<file path="src/hw/rtl/phr_pkg.sv">
`timescale 1ns / 1ps
`default_nettype none
// ----------------------------------------------------------------------------
// Palette HSV to RGB package
// Shared constants, the job type handed from front to back, and the small
// lookup functions for sector span, reciprocal and division by 255.
// ----------------------------------------------------------------------------
package phr_pkg;

	localparam int MaxColors  = 8;
	localparam int ColorIdxW  = $clog2(MaxColors);
	localparam int PairCount  = MaxColors / 2;
	localparam int PairIdxW   = $clog2(PairCount);
	localparam int CountW     = 4;
	localparam int PairW      = 48;
	localparam int CfgIdxW    = 3;
	localparam int ChanCount  = 3;
	localparam int PosW       = 7;
	localparam int RecipW     = 12;
	localparam int MagW       = 15;

	typedef logic [7:0] byte_t;

	typedef enum logic [CfgIdxW-1:0] {
		REG_COLORS_TOTAL = 3'd0,
		REG_PAIR_0       = 3'd1,
		REG_PAIR_1       = 3'd2,
		REG_PAIR_2       = 3'd3,
		REG_PAIR_3       = 3'd4
	} reg_index_t;

	// One classified pixel: the two palette colors of its sector, the offset
	// inside the sector and the blend controls.
	typedef struct packed {
		byte_t [ChanCount-1:0] base_ch;
		byte_t [ChanCount-1:0] next_ch;
		logic [PosW-1:0]       pos;
		logic [CountW-1:0]     colors;
		byte_t                 sat;
		byte_t                 val;
	} job_t;

	// Hues per sector, 256 / n, for a clamped color count.
	function automatic byte_t span_of(input logic [CountW-1:0] n);
		byte_t s;
		case (n)
			4'd2: s = 8'd128;
			4'd3: s = 8'd85;
			4'd4: s = 8'd64;
			4'd5: s = 8'd51;
			4'd6: s = 8'd42;
			4'd7: s = 8'd36;
			default: s = 8'd32;
		endcase
		return s;
	endfunction

	// floor(65536 / span), used to estimate a quotient by the sector span.
	function automatic logic [RecipW-1:0] recip_of(input logic [CountW-1:0] n);
		logic [RecipW-1:0] r;
		case (n)
			4'd2: r = 12'd512;
			4'd3: r = 12'd771;
			4'd4: r = 12'd1024;
			4'd5: r = 12'd1285;
			4'd6: r = 12'd1560;
			4'd7: r = 12'd1820;
			default: r = 12'd2048;
		endcase
		return r;
	endfunction

	// Exact floor(x / 255) for any product of two bytes.
	function automatic byte_t div255(input logic [15:0] x);
		logic [16:0] t;
		t = {1'b0, x} + {9'd0, x[15:8]} + 17'd1;
		return t[15:8];
	endfunction

endpackage
`default_nettype wire

</file>
<file path="src/hw/rtl/phr_front.sv">
`timescale 1ns / 1ps
`default_nettype none
// ----------------------------------------------------------------------------
// Palette HSV to RGB front end
// Holds the configuration registers, finds the hue sector of each pixel and
// fetches the two palette colors that bound it.
// ----------------------------------------------------------------------------
module phr_front import phr_pkg::*; (
	input  wire logic                clk,
	input  wire logic                arst_n,
	input  wire logic                take,
	input  wire logic [7:0]          hue,
	input  wire logic [7:0]          saturation,
	input  wire logic [7:0]          brightness,
	input  wire logic                cfg_write,
	input  wire logic [CfgIdxW-1:0]  cfg_index,
	input  wire logic [PairW-1:0]    cfg_data,
	output logic                     job_valid_s1,
	output job_t                     job_s1
);

	logic [CountW-1:0]  colors_q;
	logic [PairW-1:0]   pal_q [PairCount];

	logic [CountW-1:0]  n_eff;
	byte_t              span;
	logic [ColorIdxW-1:0] sector;
	logic [10:0]        sector_base;
	byte_t              pos_full;
	logic [CountW-1:0]  base4;
	logic [CountW-1:0]  next4;
	logic [ColorIdxW-1:0] base_c;
	logic [ColorIdxW-1:0] next_c;
	logic [23:0]        base_word;
	logic [23:0]        next_word;
	job_t               job_d;

	function automatic logic [23:0] color_word(input logic [ColorIdxW-1:0] c,
	                                           input logic [PairW-1:0] pair);
		return c[0] ? pair[47:24] : pair[23:0];
	endfunction

	always_ff @(posedge clk or negedge arst_n) begin
		if (!arst_n) begin
			colors_q <= 4'd2;
			for (int i = 0; i < PairCount; i++) begin
				pal_q[i] <= '0;
			end
		end else if (cfg_write) begin
			case (cfg_index)
				REG_COLORS_TOTAL: colors_q <= cfg_data[CountW-1:0];
				REG_PAIR_0:       pal_q[0] <= cfg_data;
				REG_PAIR_1:       pal_q[1] <= cfg_data;
				REG_PAIR_2:       pal_q[2] <= cfg_data;
				REG_PAIR_3:       pal_q[3] <= cfg_data;
				default: ;
			endcase
		end
	end

	always_comb begin
		if (colors_q < 4'd2) begin
			n_eff = 4'd2;
		end else if (colors_q > CountW'(MaxColors)) begin
			n_eff = CountW'(MaxColors);
		end else begin
			n_eff = colors_q;
		end
		span = span_of(n_eff);

		// Sector number by parallel compares against the sector boundaries.
		sector = '0;
		for (int k = 1; k < MaxColors; k++) begin
			if ({2'b00, hue} >= 10'(k) * {2'b00, span}) begin
				sector = sector + 1'b1;
			end
		end
		sector_base = 11'(sector) * {3'b000, span};
		pos_full = hue - sector_base[7:0];

		// A tail hue past the last full sector wraps its color index.
		base4 = ({1'b0, sector} >= n_eff) ? ({1'b0, sector} - n_eff) : {1'b0, sector};
		next4 = (base4 == n_eff - 4'd1) ? 4'd0 : base4 + 4'd1;
		base_c = base4[ColorIdxW-1:0];
		next_c = next4[ColorIdxW-1:0];
		base_word = color_word(base_c, pal_q[base_c[ColorIdxW-1:1]]);
		next_word = color_word(next_c, pal_q[next_c[ColorIdxW-1:1]]);

		job_d.pos    = pos_full[PosW-1:0];
		job_d.colors = n_eff;
		job_d.sat    = saturation;
		job_d.val    = brightness;
		for (int ch = 0; ch < ChanCount; ch++) begin
			job_d.base_ch[ch] = base_word[8*(2-ch) +: 8];
			job_d.next_ch[ch] = next_word[8*(2-ch) +: 8];
		end
	end

	always_ff @(posedge clk or negedge arst_n) begin
		if (!arst_n) begin
			job_valid_s1 <= 1'b0;
		end else begin
			job_valid_s1 <= take;
		end
	end

	always_ff @(posedge clk) begin
		if (take) begin
			job_s1 <= job_d;
		end
	end

endmodule
`default_nettype wire

</file>
<file path="src/hw/rtl/phr_queue.sv">
`timescale 1ns / 1ps
`default_nettype none
// ----------------------------------------------------------------------------
// Palette HSV to RGB job queue
// Two-entry queue of classified pixels between the front and back ends.
// ----------------------------------------------------------------------------
module phr_queue import phr_pkg::*; (
	input  wire logic  clk,
	input  wire logic  arst_n,
	input  wire logic  push,
	input  job_t       push_job,
	input  wire logic  pop,
	output logic       deq_valid,
	output job_t       deq_job,
	output logic       full
);

	job_t        mem_q [2];
	logic        wp_q;
	logic        rp_q;
	logic [1:0]  count_q;
	logic        do_push;
	logic        do_pop;

	assign deq_valid = (count_q != 2'd0);
	assign full      = (count_q == 2'd2);
	assign deq_job   = mem_q[rp_q];
	assign do_pop    = pop && deq_valid;
	assign do_push   = push && (!full || do_pop);

	always_ff @(posedge clk or negedge arst_n) begin
		if (!arst_n) begin
			wp_q    <= 1'b0;
			rp_q    <= 1'b0;
			count_q <= 2'd0;
		end else begin
			if (do_push) begin
				wp_q <= ~wp_q;
			end
			if (do_pop) begin
				rp_q <= ~rp_q;
			end
			case ({do_push, do_pop})
				2'b10:   count_q <= count_q + 2'd1;
				2'b01:   count_q <= count_q - 2'd1;
				default: count_q <= count_q;
			endcase
		end
	end

	always_ff @(posedge clk) begin
		if (do_push) begin
			mem_q[wp_q] <= push_job;
		end
	end

endmodule
`default_nettype wire

</file>
<file path="src/hw/rtl/phr_back.sv">
`timescale 1ns / 1ps
`default_nettype none
// ----------------------------------------------------------------------------
// Palette HSV to RGB back end
// Six-stage pipeline: sector interpolation, white blend by saturation and
// scaling by brightness, for all three channels side by side.
// ----------------------------------------------------------------------------
module phr_back import phr_pkg::*; (
	input  wire logic              clk,
	input  wire logic              arst_n,
	input  wire logic              job_valid,
	input  job_t                   job,
	output logic                   result_valid,
	output byte_t [ChanCount-1:0]  rgb
);

	// Stage 1: magnitude of (next - base) * pos.
	logic                  v_s1;
	logic [MagW-1:0]       mag_s1 [ChanCount];
	logic                  neg_s1 [ChanCount];
	byte_t                 base_s1 [ChanCount];
	logic [CountW-1:0]     colors_s1;
	byte_t                 sat_s1;
	byte_t                 val_s1;

	// Stage 2: quotient estimate through the reciprocal.
	logic                  v_s2;
	byte_t                 q0_s2 [ChanCount];
	logic [MagW-1:0]       mag_s2 [ChanCount];
	logic                  neg_s2 [ChanCount];
	byte_t                 base_s2 [ChanCount];
	logic [CountW-1:0]     colors_s2;
	byte_t                 sat_s2;
	byte_t                 val_s2;

	// Stage 3: interpolated channel.
	logic                  v_s3;
	byte_t                 c_s3 [ChanCount];
	byte_t                 sat_s3;
	byte_t                 val_s3;

	// Stage 4: (255 - c) * saturation.
	logic                  v_s4;
	logic [15:0]           x_s4 [ChanCount];
	byte_t                 val_s4;

	// Stage 5: blended channel times brightness.
	logic                  v_s5;
	logic [15:0]           y_s5 [ChanCount];

	logic                  v_s6;
	byte_t                 out_s6 [ChanCount];

	logic [26:0]           est_prod [ChanCount];
	logic [15:0]           back_prod [ChanCount];
	logic [15:0]           rem [ChanCount];
	byte_t                 q_fix [ChanCount];
	byte_t                 span_s2;
	byte_t                 dmag [ChanCount];

	always_comb begin
		span_s2 = span_of(colors_s2);
		for (int ch = 0; ch < ChanCount; ch++) begin
			dmag[ch] = (job.next_ch[ch] < job.base_ch[ch]) ?
				(job.base_ch[ch] - job.next_ch[ch]) : (job.next_ch[ch] - job.base_ch[ch]);
			est_prod[ch] = 27'(mag_s1[ch]) * 27'(recip_of(colors_s1));
			back_prod[ch] = 16'(q0_s2[ch]) * 16'(span_s2);
			rem[ch] = 16'(mag_s2[ch]) - back_prod[ch];
			q_fix[ch] = (rem[ch] >= 16'(span_s2)) ? q0_s2[ch] + 8'd1 : q0_s2[ch];
		end
	end

	always_ff @(posedge clk or negedge arst_n) begin
		if (!arst_n) begin
			v_s1 <= 1'b0;
			v_s2 <= 1'b0;
			v_s3 <= 1'b0;
			v_s4 <= 1'b0;
			v_s5 <= 1'b0;
			v_s6 <= 1'b0;
		end else begin
			v_s1 <= job_valid;
			v_s2 <= v_s1;
			v_s3 <= v_s2;
			v_s4 <= v_s3;
			v_s5 <= v_s4;
			v_s6 <= v_s5;
		end
	end

	always_ff @(posedge clk) begin
		colors_s1 <= job.colors;
		sat_s1    <= job.sat;
		val_s1    <= job.val;
		colors_s2 <= colors_s1;
		sat_s2    <= sat_s1;
		val_s2    <= val_s1;
		sat_s3    <= sat_s2;
		val_s3    <= val_s2;
		val_s4    <= val_s3;
		for (int ch = 0; ch < ChanCount; ch++) begin
			mag_s1[ch]  <= 15'(dmag[ch]) * 15'(job.pos);
			neg_s1[ch]  <= (job.next_ch[ch] < job.base_ch[ch]);
			base_s1[ch] <= job.base_ch[ch];

			q0_s2[ch]   <= est_prod[ch][23:16];
			mag_s2[ch]  <= mag_s1[ch];
			neg_s2[ch]  <= neg_s1[ch];
			base_s2[ch] <= base_s1[ch];

			c_s3[ch] <= neg_s2[ch] ? base_s2[ch] - q_fix[ch] : base_s2[ch] + q_fix[ch];

			x_s4[ch] <= 16'(8'd255 - c_s3[ch]) * 16'(sat_s3);

			y_s5[ch] <= 16'(8'd255 - div255(x_s4[ch])) * 16'(val_s4);

			out_s6[ch] <= div255(y_s5[ch]);
		end
	end

	assign result_valid = v_s6;
	always_comb begin
		for (int ch = 0; ch < ChanCount; ch++) begin
			rgb[ch] = out_s6[ch];
		end
	end

endmodule
`default_nettype wire

</file>
<file path="src/hw/rtl/palette_hsv_to_rgb_core.sv">
`timescale 1ns / 1ps
`default_nettype none
// ----------------------------------------------------------------------------
// Palette HSV to RGB converter
// Maps hue, saturation and brightness bytes to RGB bytes through a
// programmable palette of two to eight colors.
// ----------------------------------------------------------------------------
// The block takes one pixel every clock cycle and returns one RGB pixel for
// each, in order: a request is registered in the front end, passes the job
// queue and the back-end stages, and the last stage drives result_valid.
// The receiver cannot hold results off, so every result is on red, green
// and blue for exactly one cycle and must be captured then.
// The throughput is set by the back-end pipeline, which starts a new pixel
// in every stage on every cycle; busy only rises if the job queue between
// the front and back ends fills, which does not happen in steady operation.
//
// The hue ring of 256 steps is cut into equal sectors, one per palette
// color, each 256 / colors_total hues wide. Inside a sector every channel
// moves linearly from that sector's color toward the next one, and the last
// sector wraps back to color 0. Hues in the short tail past the last full
// sector reuse the colors from the start of the palette. Saturation then
// pulls the color toward white and brightness scales it toward black, both
// with truncating division by 255.
//
// Configuration uses its own write channel, which is always ready. Index 0
// holds colors_total (values below 2 act as 2, above 8 as 8), and indices 1
// to 4 each hold a pair of 24-bit colors, the even color in the low half and
// each color packed as red, green, blue from the top byte down. Writes to
// other indices are dropped. Change the configuration only while no pixel
// is in flight.
// ----------------------------------------------------------------------------
module palette_hsv_to_rgb_core import phr_pkg::*; (
	input  wire logic                clk,
	input  wire logic                arst_n,

	input  wire logic                start,
	output logic                     busy,
	input  wire logic [7:0]          hue,
	input  wire logic [7:0]          saturation,
	input  wire logic [7:0]          brightness,

	output logic                     result_valid,
	output logic [7:0]               red,
	output logic [7:0]               green,
	output logic [7:0]               blue,

	input  wire logic                cfg_valid,
	output logic                     cfg_ready,
	input  wire logic [CfgIdxW-1:0]  cfg_index,
	input  wire logic [PairW-1:0]    cfg_data
);

	logic                  take;
	logic                  job_valid_s1;
	job_t                  job_s1;
	logic                  deq_valid;
	job_t                  deq_job;
	logic                  queue_full;
	byte_t [ChanCount-1:0] rgb;

	// A request is taken whenever the queue has room.
	assign take      = start && !busy;
	assign busy      = queue_full;
	assign cfg_ready = 1'b1;

	phr_front u_front (
		.clk          (clk),
		.arst_n       (arst_n),
		.take         (take),
		.hue          (hue),
		.saturation   (saturation),
		.brightness   (brightness),
		.cfg_write    (cfg_valid && cfg_ready),
		.cfg_index    (cfg_index),
		.cfg_data     (cfg_data),
		.job_valid_s1 (job_valid_s1),
		.job_s1       (job_s1)
	);

	// The back end never stalls, so the queue drains every cycle it holds
	// a job.
	phr_queue u_queue (
		.clk       (clk),
		.arst_n    (arst_n),
		.push      (job_valid_s1),
		.push_job  (job_s1),
		.pop       (1'b1),
		.deq_valid (deq_valid),
		.deq_job   (deq_job),
		.full      (queue_full)
	);

	phr_back u_back (
		.clk          (clk),
		.arst_n       (arst_n),
		.job_valid    (deq_valid),
		.job          (deq_job),
		.result_valid (result_valid),
		.rgb          (rgb)
	);

	assign red   = rgb[0];
	assign green = rgb[1];
	assign blue  = rgb[2];

endmodule
`default_nettype wire
</file>
<file path="config.mk">
export PLATFORM = sky130hd
export DESIGN_NAME = palette_hsv_to_rgb_core
export DESIGN_NICKNAME = d
export VERILOG_FILES = /design/src/hw/rtl/phr_pkg.sv /design/src/hw/rtl/phr_front.sv /design/src/hw/rtl/phr_queue.sv /design/src/hw/rtl/phr_back.sv /design/src/hw/rtl/palette_hsv_to_rgb_core.sv
export SDC_FILE = /design/constraint.sdc
export NUM_CORES = 2
export LEC_CHECK = 0
export ABC_AREA = 0
export BUFFER_PORTS_ARGS = -buffer_cell sky130_fd_sc_hd__buf_2
export CAP_MARGIN = 20
export CELL_PAD_IN_SITES_DETAIL_PLACEMENT = 1
export CELL_PAD_IN_SITES_GLOBAL_PLACEMENT = 2
export CORE_MARGIN = 2
export CORE_UTILIZATION = 43
export DETAILED_ROUTE_END_ITERATION = 16
export PLACE_DENSITY_LB_ADDON = 0.1
export SYNTH_ARGS = -nofsm -noshare
export SYNTH_HDL_FRONTEND = slang
export SYNTH_SLANG_ARGS = --single-unit
</file>
<file path="constraint.sdc">
create_clock -name clk -period 12.6 [get_ports clk]
set_clock_uncertainty 0.2 [all_clocks]
set_input_delay 0.63 -clock clk [delete_from_list [all_inputs] [get_ports clk]]
set_output_delay 0.63 -clock clk [all_outputs]
set_load 0.05 [all_outputs]
</file>
Word-level counts from Yosys, hierarchy flattened
Memories as Yosys holds them, arrays and structs flattened.
Index checks and enable logic that the tools add are counted.

operators by class
  multiplexer cells = 34
  multipliers = 20
  reduce and logical (&&, ||, !) cells = 12
  equality and inequality tests = 26
  bitwise operators = 4
  $add $sub $neg = 48
  order comparisons = 18

operator list
  cell                                                                    number
  48-bit binary-select mux with 2-bit select                              2
  48-bit two-way mux                                                      4
  16-bit by 1-bit adder with 16-bit output (second input constant)        6
  16-bit by 8-bit adder with 16-bit output                                6
  16-bit by 8-bit multiplier with 16-bit output                           6
  8-bit case mux with 6 select lines                                      2
  15-bit by 12-bit multiplier with 24-bit output                          3
  8-bit two-way mux                                                       9
  12-bit case mux with 6 select lines                                     1
  8-bit subtractor                                                        9
  8-bit by 8-bit subtractor with 9-bit output (first input constant)      6
  8-bit by 10-bit greater-or-equal comparator with 1-bit output           5
  4-bit by 3-bit equality test with 1-bit output (second input constant)  12
  16-bit by 8-bit greater-or-equal comparator with 1-bit output           3
  8-bit by 8-bit multiplier with 16-bit output                            3
  24-bit two-way mux                                                      2
  15-bit by 16-bit subtractor with 16-bit output                          3
  8-bit by 7-bit multiplier with 15-bit output                            3
  8-bit by 1-bit adder with 8-bit output (second input constant)          3
  8-bit adder                                                             3
  4-bit by 2-bit equality test with 1-bit output (second input constant)  6
  8-bit less-than comparator                                              3
  3-bit two-way mux                                                       7
  3-bit by 8-bit multiplier with 10-bit output (first input constant)     2
  other kinds (33)                                                        53

storage, ports and cells
  input port bits = 79
  flip-flop bits (word level) = 346
  memories = 12
  output and inout bits = 27
  word-level logic and storage cells = 208
  RAM bits = 462

memory list
  memory           words  bits a word  read ports  clocked after Yosys merged registers in  wr ports  line             text
  u_queue.mem_q    2      75           1           0                                        1         phr_queue.sv:18  job_t mem_q [2];
  u_back.x_s4      3      16           3           0                                        3         phr_back.sv:44   logic [15:0] x_s4 [ChanCount];
  u_back.y_s5      3      16           3           0                                        3         phr_back.sv:49   logic [15:0] y_s5 [ChanCount];
  u_back.mag_s1    3      15           3           0                                        3         phr_back.sv:19   logic [MagW-1:0] mag_s1 [ChanCount];
  u_back.mag_s2    3      15           3           0                                        3         phr_back.sv:29   logic [MagW-1:0] mag_s2 [ChanCount];
  u_back.base_s1   3      8            3           0                                        3         phr_back.sv:21   byte_t base_s1 [ChanCount];
  6 more memories  --     --           --          --                                       --        --

Longest topological paths before layout
  depth after elaboration = 28
  mapped depth = 57
  depth with buffers taken out = 49

Hierarchy
A second synthesis with hierarchy kept.

second synthesis, totals
  cells, all modules = 7,305
  area, all modules = 73,563.1 sq um

by module, submodules not included
  module                   cells each  times used  area an instance (sq um)  seq. area each (sq um)
  phr_back                 5,624       1           51,040.2                  7,677.4
  phr_front                1,421       1           16,857.4                  7,183.1
  phr_queue                257         1           5,640.4                   4,604.4
  palette_hsv_to_rgb_core  3           1           25.0                      0.0

Least setup slack after synthesis
OpenSTA, ideal clock, no wires.

  path type = flip-flop to flip-flop
  from = register u_front.colors_q[2]
  to = register u_front.job_s1[31] (netlist name)
  path slack = 1,131 ps
  data required time = 12,130 ps
  data arrival time = 10,999 ps
  setup time = 270 ps
  cell stages (with the launch flop) = 52
  cells stage by stage = dfrtp_1 > o211ai_1 > inv_1 > ha_1 > o21ai_0 > inv_1 > a221o_1 > ha_1 > o21ai_0 > a21oi_1 > o21a_1 > or3_1 > nand2_1 > ha_1 > nor2_1 > nor2_1 > o211ai_1 > or4_1 > (+16 left out) > nand2_1 > a21oi_1 > or2_2 > buf_1 > o21ai_0 > nor3_1 > nand4_1 > o2111ai_1 > nor4_2 > nand2_1 > clkbuf_1 > ha_1 > clkbuf_1 > buf_1 > mux2_2 > nor2b_1 > a221oi_1 > o32ai_1

on the way
  cells in the longest elaborated chain, start to end = 28
  elaborated cells on any way between the ends = 47
  classes of those cells = add/sub: 9; mul: 4; order compare: 10; eq/ne: 7; mux: 16; bitwise: 1

ends and longest elaborated chain
  what                                                                                                   line             text
  from (decl)                                                                                            phr_front.sv:22  logic [CountW-1:0] colors_q;
  from (signal assigned)                                                                                 phr_front.sv:51  REG_COLORS_TOTAL: colors_q <= cfg_data[CountW-1:0];
  4-bit > comparator                                                                                     phr_front.sv:64  end else if (colors_q > CountW'(MaxColors)) begin
  4-bit two-way mux                                                                                      phr_front.sv:64
  4-bit two-way mux (*)                                                                                  phr_front.sv:62  if (colors_q < 4'd2) begin
  named net u_front.n_eff[0]                                                                             phr_front.sv:25  logic [CountW-1:0] n_eff;
  parallel branches: the longest is 19 deep, another holds 2-bit by 8-bit multiplier with 10-bit output  --
  3-bit two-way mux (*)                                                                                  phr_front.sv:83  next4 = (base4 == n_eff - 4'd1) ? 4'd0 : base4 + 4'd1;
  2-bit inverter with 3-bit output (implied by the code)                                                 phr_front.sv:87  next_word = color_word(next_c, pal_q[next_c[ColorIdxW-1:1]]);
  48-bit binary-select mux with 2-bit select                                                             phr_front.sv:87
  48-bit two-way mux (implied by the code) (2 in series)                                                 phr_front.sv:87
  24-bit two-way mux (*)                                                                                 phr_front.sv:40  return c[0] ? pair[47:24] : pair[23:0];
  named net u_front.next_word[20]                                                                        phr_front.sv:35  logic [23:0] next_word;

Mark *: on every way through the listed nets, which the timed path passes. The select of a mux whose other input is x is not followed.
A chain may end at the register's enable or synchronous reset.

Worst setup path after layout
  from = register u_front.colors_q[1]
  to = register u_front.job_s1[44] (netlist name)

on the way
  cells in the longest elaborated chain, start to end = 28
  elaborated cells on any way between the ends = 47
  classes of those cells = add/sub: 9; mul: 4; order compare: 10; eq/ne: 7; mux: 16; bitwise: 1

ends and longest elaborated chain
  what                                                                                                   line
  4-bit > comparator                                                                                     phr_front.sv:64
  4-bit two-way mux                                                                                      phr_front.sv:64
  4-bit two-way mux (*)                                                                                  phr_front.sv:62
  named net u_front.n_eff[1]                                                                             phr_front.sv:25
  parallel branches: the longest is 19 deep, another holds 2-bit by 8-bit multiplier with 10-bit output  --
  3-bit two-way mux (*)                                                                                  phr_front.sv:83
  2-bit inverter with 3-bit output (implied by the code)                                                 phr_front.sv:87
  48-bit binary-select mux with 2-bit select                                                             phr_front.sv:87
  48-bit two-way mux (implied by the code) (2 in series)                                                 phr_front.sv:87
  24-bit two-way mux (*)                                                                                 phr_front.sv:40
  named net u_front.next_word[1]                                                                         phr_front.sv:35

Marks and branches as above.

==> impl_metrics.yaml <==
yosys:
  syn-num-nets: 9071
  async_reset_ff_share_pct: 25.62
  ys_seq_elements: 808
  synthFlopType: "dfxtp_1"
  synthTopCellsByCount: "inv_1, ha_1, fa_1, nand2_1, dfxtp_1"
  ys_seq_area_share_pct: 26.83
  synth.avg_cell_area_um2: 9.820
  netlist_area_mm2: 0.07256
  synth_top_area_share_pct: 19.89
  yosysTopAreaCell: "fa_1"
  synth_edf_count: 225
  postSynthCellCount: 7389
  synth_most_common_cell: "inv_1"
  yosys-top-cells-area: "fa_1, ha_1, dfxtp_1"
  synth_cell_types: 89
  yosys_warnings: 0
placed_design:
  numPortBuffers: 104
  dpl.hpwl_um: 145700
  gp_congestion: 0.8064
global_routing:
  grt_first_pass_wirelength_um: 309800
  grtUsageMet3_pct: 2.058
  gr-total-overflow: 0
  grtUsageTotal_pct: 22.34
  grt_max_degree: 109
  met1_usage_pct: 30.39
  grt_pass1_vias: 55940
  globalRouteMet2Util_pct: 38.82
  antenna_found_initial: 3
  top_usage_layer: "met2"
floorplanning:
  die-height_um: 414.8
  num_io_pins: 106
  die_w_um: 414.8
  initial_core_util_pct: 43.34
  fp-row-count: 150
  die_area_mm2: 0.1721
  fp.coreArea_mm2: 0.1674
critical_path:
  crit_required_ns: 12.90
  cp-end-kind: "flop"
  cp_slowest_stage_delay_ns: 0.67
  criticalPathCategory: "flop to flop"
  critPathTopFamily: "compound AO/OA/AOI/OAI gates"
  cp_max_fo: 28
  crit_top_cell: "ha_1"
  critPathBufInv: 8
  slowest_stage: "or4_4"
  worstPathArrival_ns: 12.01
  worstSetupStartpointType: "flop"
sta:
  rsz0062_at_grt: "false"
  setup_viol: 0
  tightest_slew_ns: 1.123
  finalCriticalPeriod_ns: 11.71
  clock.fmax_mhz: 85.40
  hold_violations: 0
  fin_crit_sh_pct: 92.93
  slew_headroom_pct: 25.07
  slew_violations: 0
cells_and_area:
  syn2layout_area_growth_pct: 9.668
  fillers: 18630
  fin_nets: 9158
  regArea_mm2: 0.01947
  utilization_pct: 47.53
  drive_gt1_share_pct: 8.588
  multi_input_area_mm2: 0.04760
clocking:
  clkTransAtPathRegs_ns: 0.06
  clk_path_buf_depth: 3
  clock_latency_ns: 0.72
  cts_root_buf: "clkbuf_16"
  cts_made_buffers: 95
  cts_tree: "yes"
  cts.sinks: 808
  cts_max_level: 3
run:
  cap_violations: 0
detailed_routing:
  avgViaCountPerCell: 5.205
  vias: 50810
  drt_iter0_markers: 1912
  drc: 0
  drt_pass1_iterations: 5
  route.antenna.remaining_nets: 0
  wire_per_inst_um: 19.43
  wl_um: 189700
run_status:
  status: "completed"
min_path:
  hp-class: "input port to flop"
## tightest hold or removal path, stage by stage
cell,delay [ns]
buf_2,0.15
nand2_1,0.06
o21ai_0,0.07
## per-stage QoR
stage	cells	cell area [µm²]	setup TNS (ns)	worst slack, ns	hold slack [ns]
floorplan	7389	72560	0	1.131	0.1096
global placement	9518	75550	0	0.3303	0.1104
detailed placement	9519	75570	-0.2362	-0.04705	0.1135
CTS	9757	79450	0	0.05145	0.002310
global route	9761	79580	0	0.02469	0.03082
finish	9762	79580	0	0.8907	0.06333
## kinds of logic after synthesis
| group | share of synthesized area (%) |
|---|---|
| multiplexers | 5.038 |
| adder cells (fa/ha/maj) | 35.10 |
| XOR/XNOR | 4.071 |
| other | 0.005168 |
| flip-flops | 26.83 |
| AND/OR/NAND/NOR | 12.88 |
| AO/OA/AOI/OAI | 8.235 |
| buffers and inverters | 7.844 |
## routing by layer
metal / routed length (µm) / vias up
met5: 0 / -
met4: 3206 / 0
met3: 4610 / 186
met2: 92390 / 522
met1: 89520 / 25970
li1: - / 24140
## path summary, 6_finish.rpt
path,startpoint,slack [ns],cells past startpoint,endpoint
max,u_front.colors_q[1]$_DFFE_PN1P_,0.89,52,u_front.job_s1[44]$_DFFE_PP_
min,cfg_data[0],0.06,3,u_front.pal_q[96]$_DFFE_PN0P_
max reg2reg,u_front.colors_q[1]$_DFFE_PN1P_,0.89,52,u_front.job_s1[44]$_DFFE_PP_
min reg2reg,u_back.val_s2[7]$_DFF_P_,0.12,0,u_back.val_s3[7]$_DFF_P_
max in group asynchronous,arst_n,9.81,4,u_front.pal_q[140]$_DFFE_PN0P_
min in group asynchronous,arst_n,0.40,2,u_front.pal_q[78]$_DFFE_PN0P_
## layout make-up
class / instances / share of cell area (%)
clock inverters: 49 / 0.7594
multi-input cells: 5080 / 59.82
flip-flops and latches: 808 / 24.47
inverters: 1252 / 5.906
well taps: 2204 / 3.465
repair buffers: 239 / 2.228
diodes: 1 / 0.003145
clock buffers: 129 / 3.352
## sequential cells by signal, summed over array words and instances (netlist names), 24 cells and up
| name | cells |
|---|---|
| u_back.q0_s2 | 24 |
| u_back.x_s4 | 48 |
| u_front.job_s1 | 75 |
| u_back.mag_s1 | 45 |
| u_queue.mem_q | 150 |
| u_back.out_s6 | 24 |
| u_back.y_s5 | 48 |
| u_front.pal_q | 192 |
| u_back.c_s3 | 24 |
| u_back.mag_s2 | 45 |
| u_back.base_s1 | 24 |
| u_back.base_s2 | 24 |
## layout by cell type, fill, tap and decap left out, types with 19 or more instances in the layout
master            n
inv_1          1251
ha_1            881
fa_1            721
nand2_1         688
dfxtp_1         375
nor2_1          317
mux2_2          230
a21oi_1         227
and2_1          226
edfxtp_1        225
xnor2_1         219
o21ai_0         213
dfrtp_1         204
nor2b_1         200
nand2b_1        148
xor2_1          111
nand3_1         107
buf_2           103
mux2i_1         100
clkbuf_16        98
a21o_1           82
and3_1           80
buf_4            69
dlygate4sd3_1    60
o211ai_1         59
o21bai_1         57
o21a_1           51
a221oi_1         36
a211oi_1         33
nor3_1           30
nand4_1          24
o32ai_1          24
clkbuf_1         20
a221oi_2         19
## repair_timing
| item | CTS | global route |
|---|---|---|
| gates resized for setup | 1 | 13 |
| setup buffers | 0 | 1 |
| pin swaps | 0 | 1 |
| hold buffers | 60 | 0 |
| gates cloned | 0 | 2 |
| hold endpoints to repair | 292 | 0 |
| setup endpoints to repair | 21 | 24 |
Power is left out: the tool's default activity adds up to more than one toggle a clock period on the data nets, which glitch-free logic cannot reach.
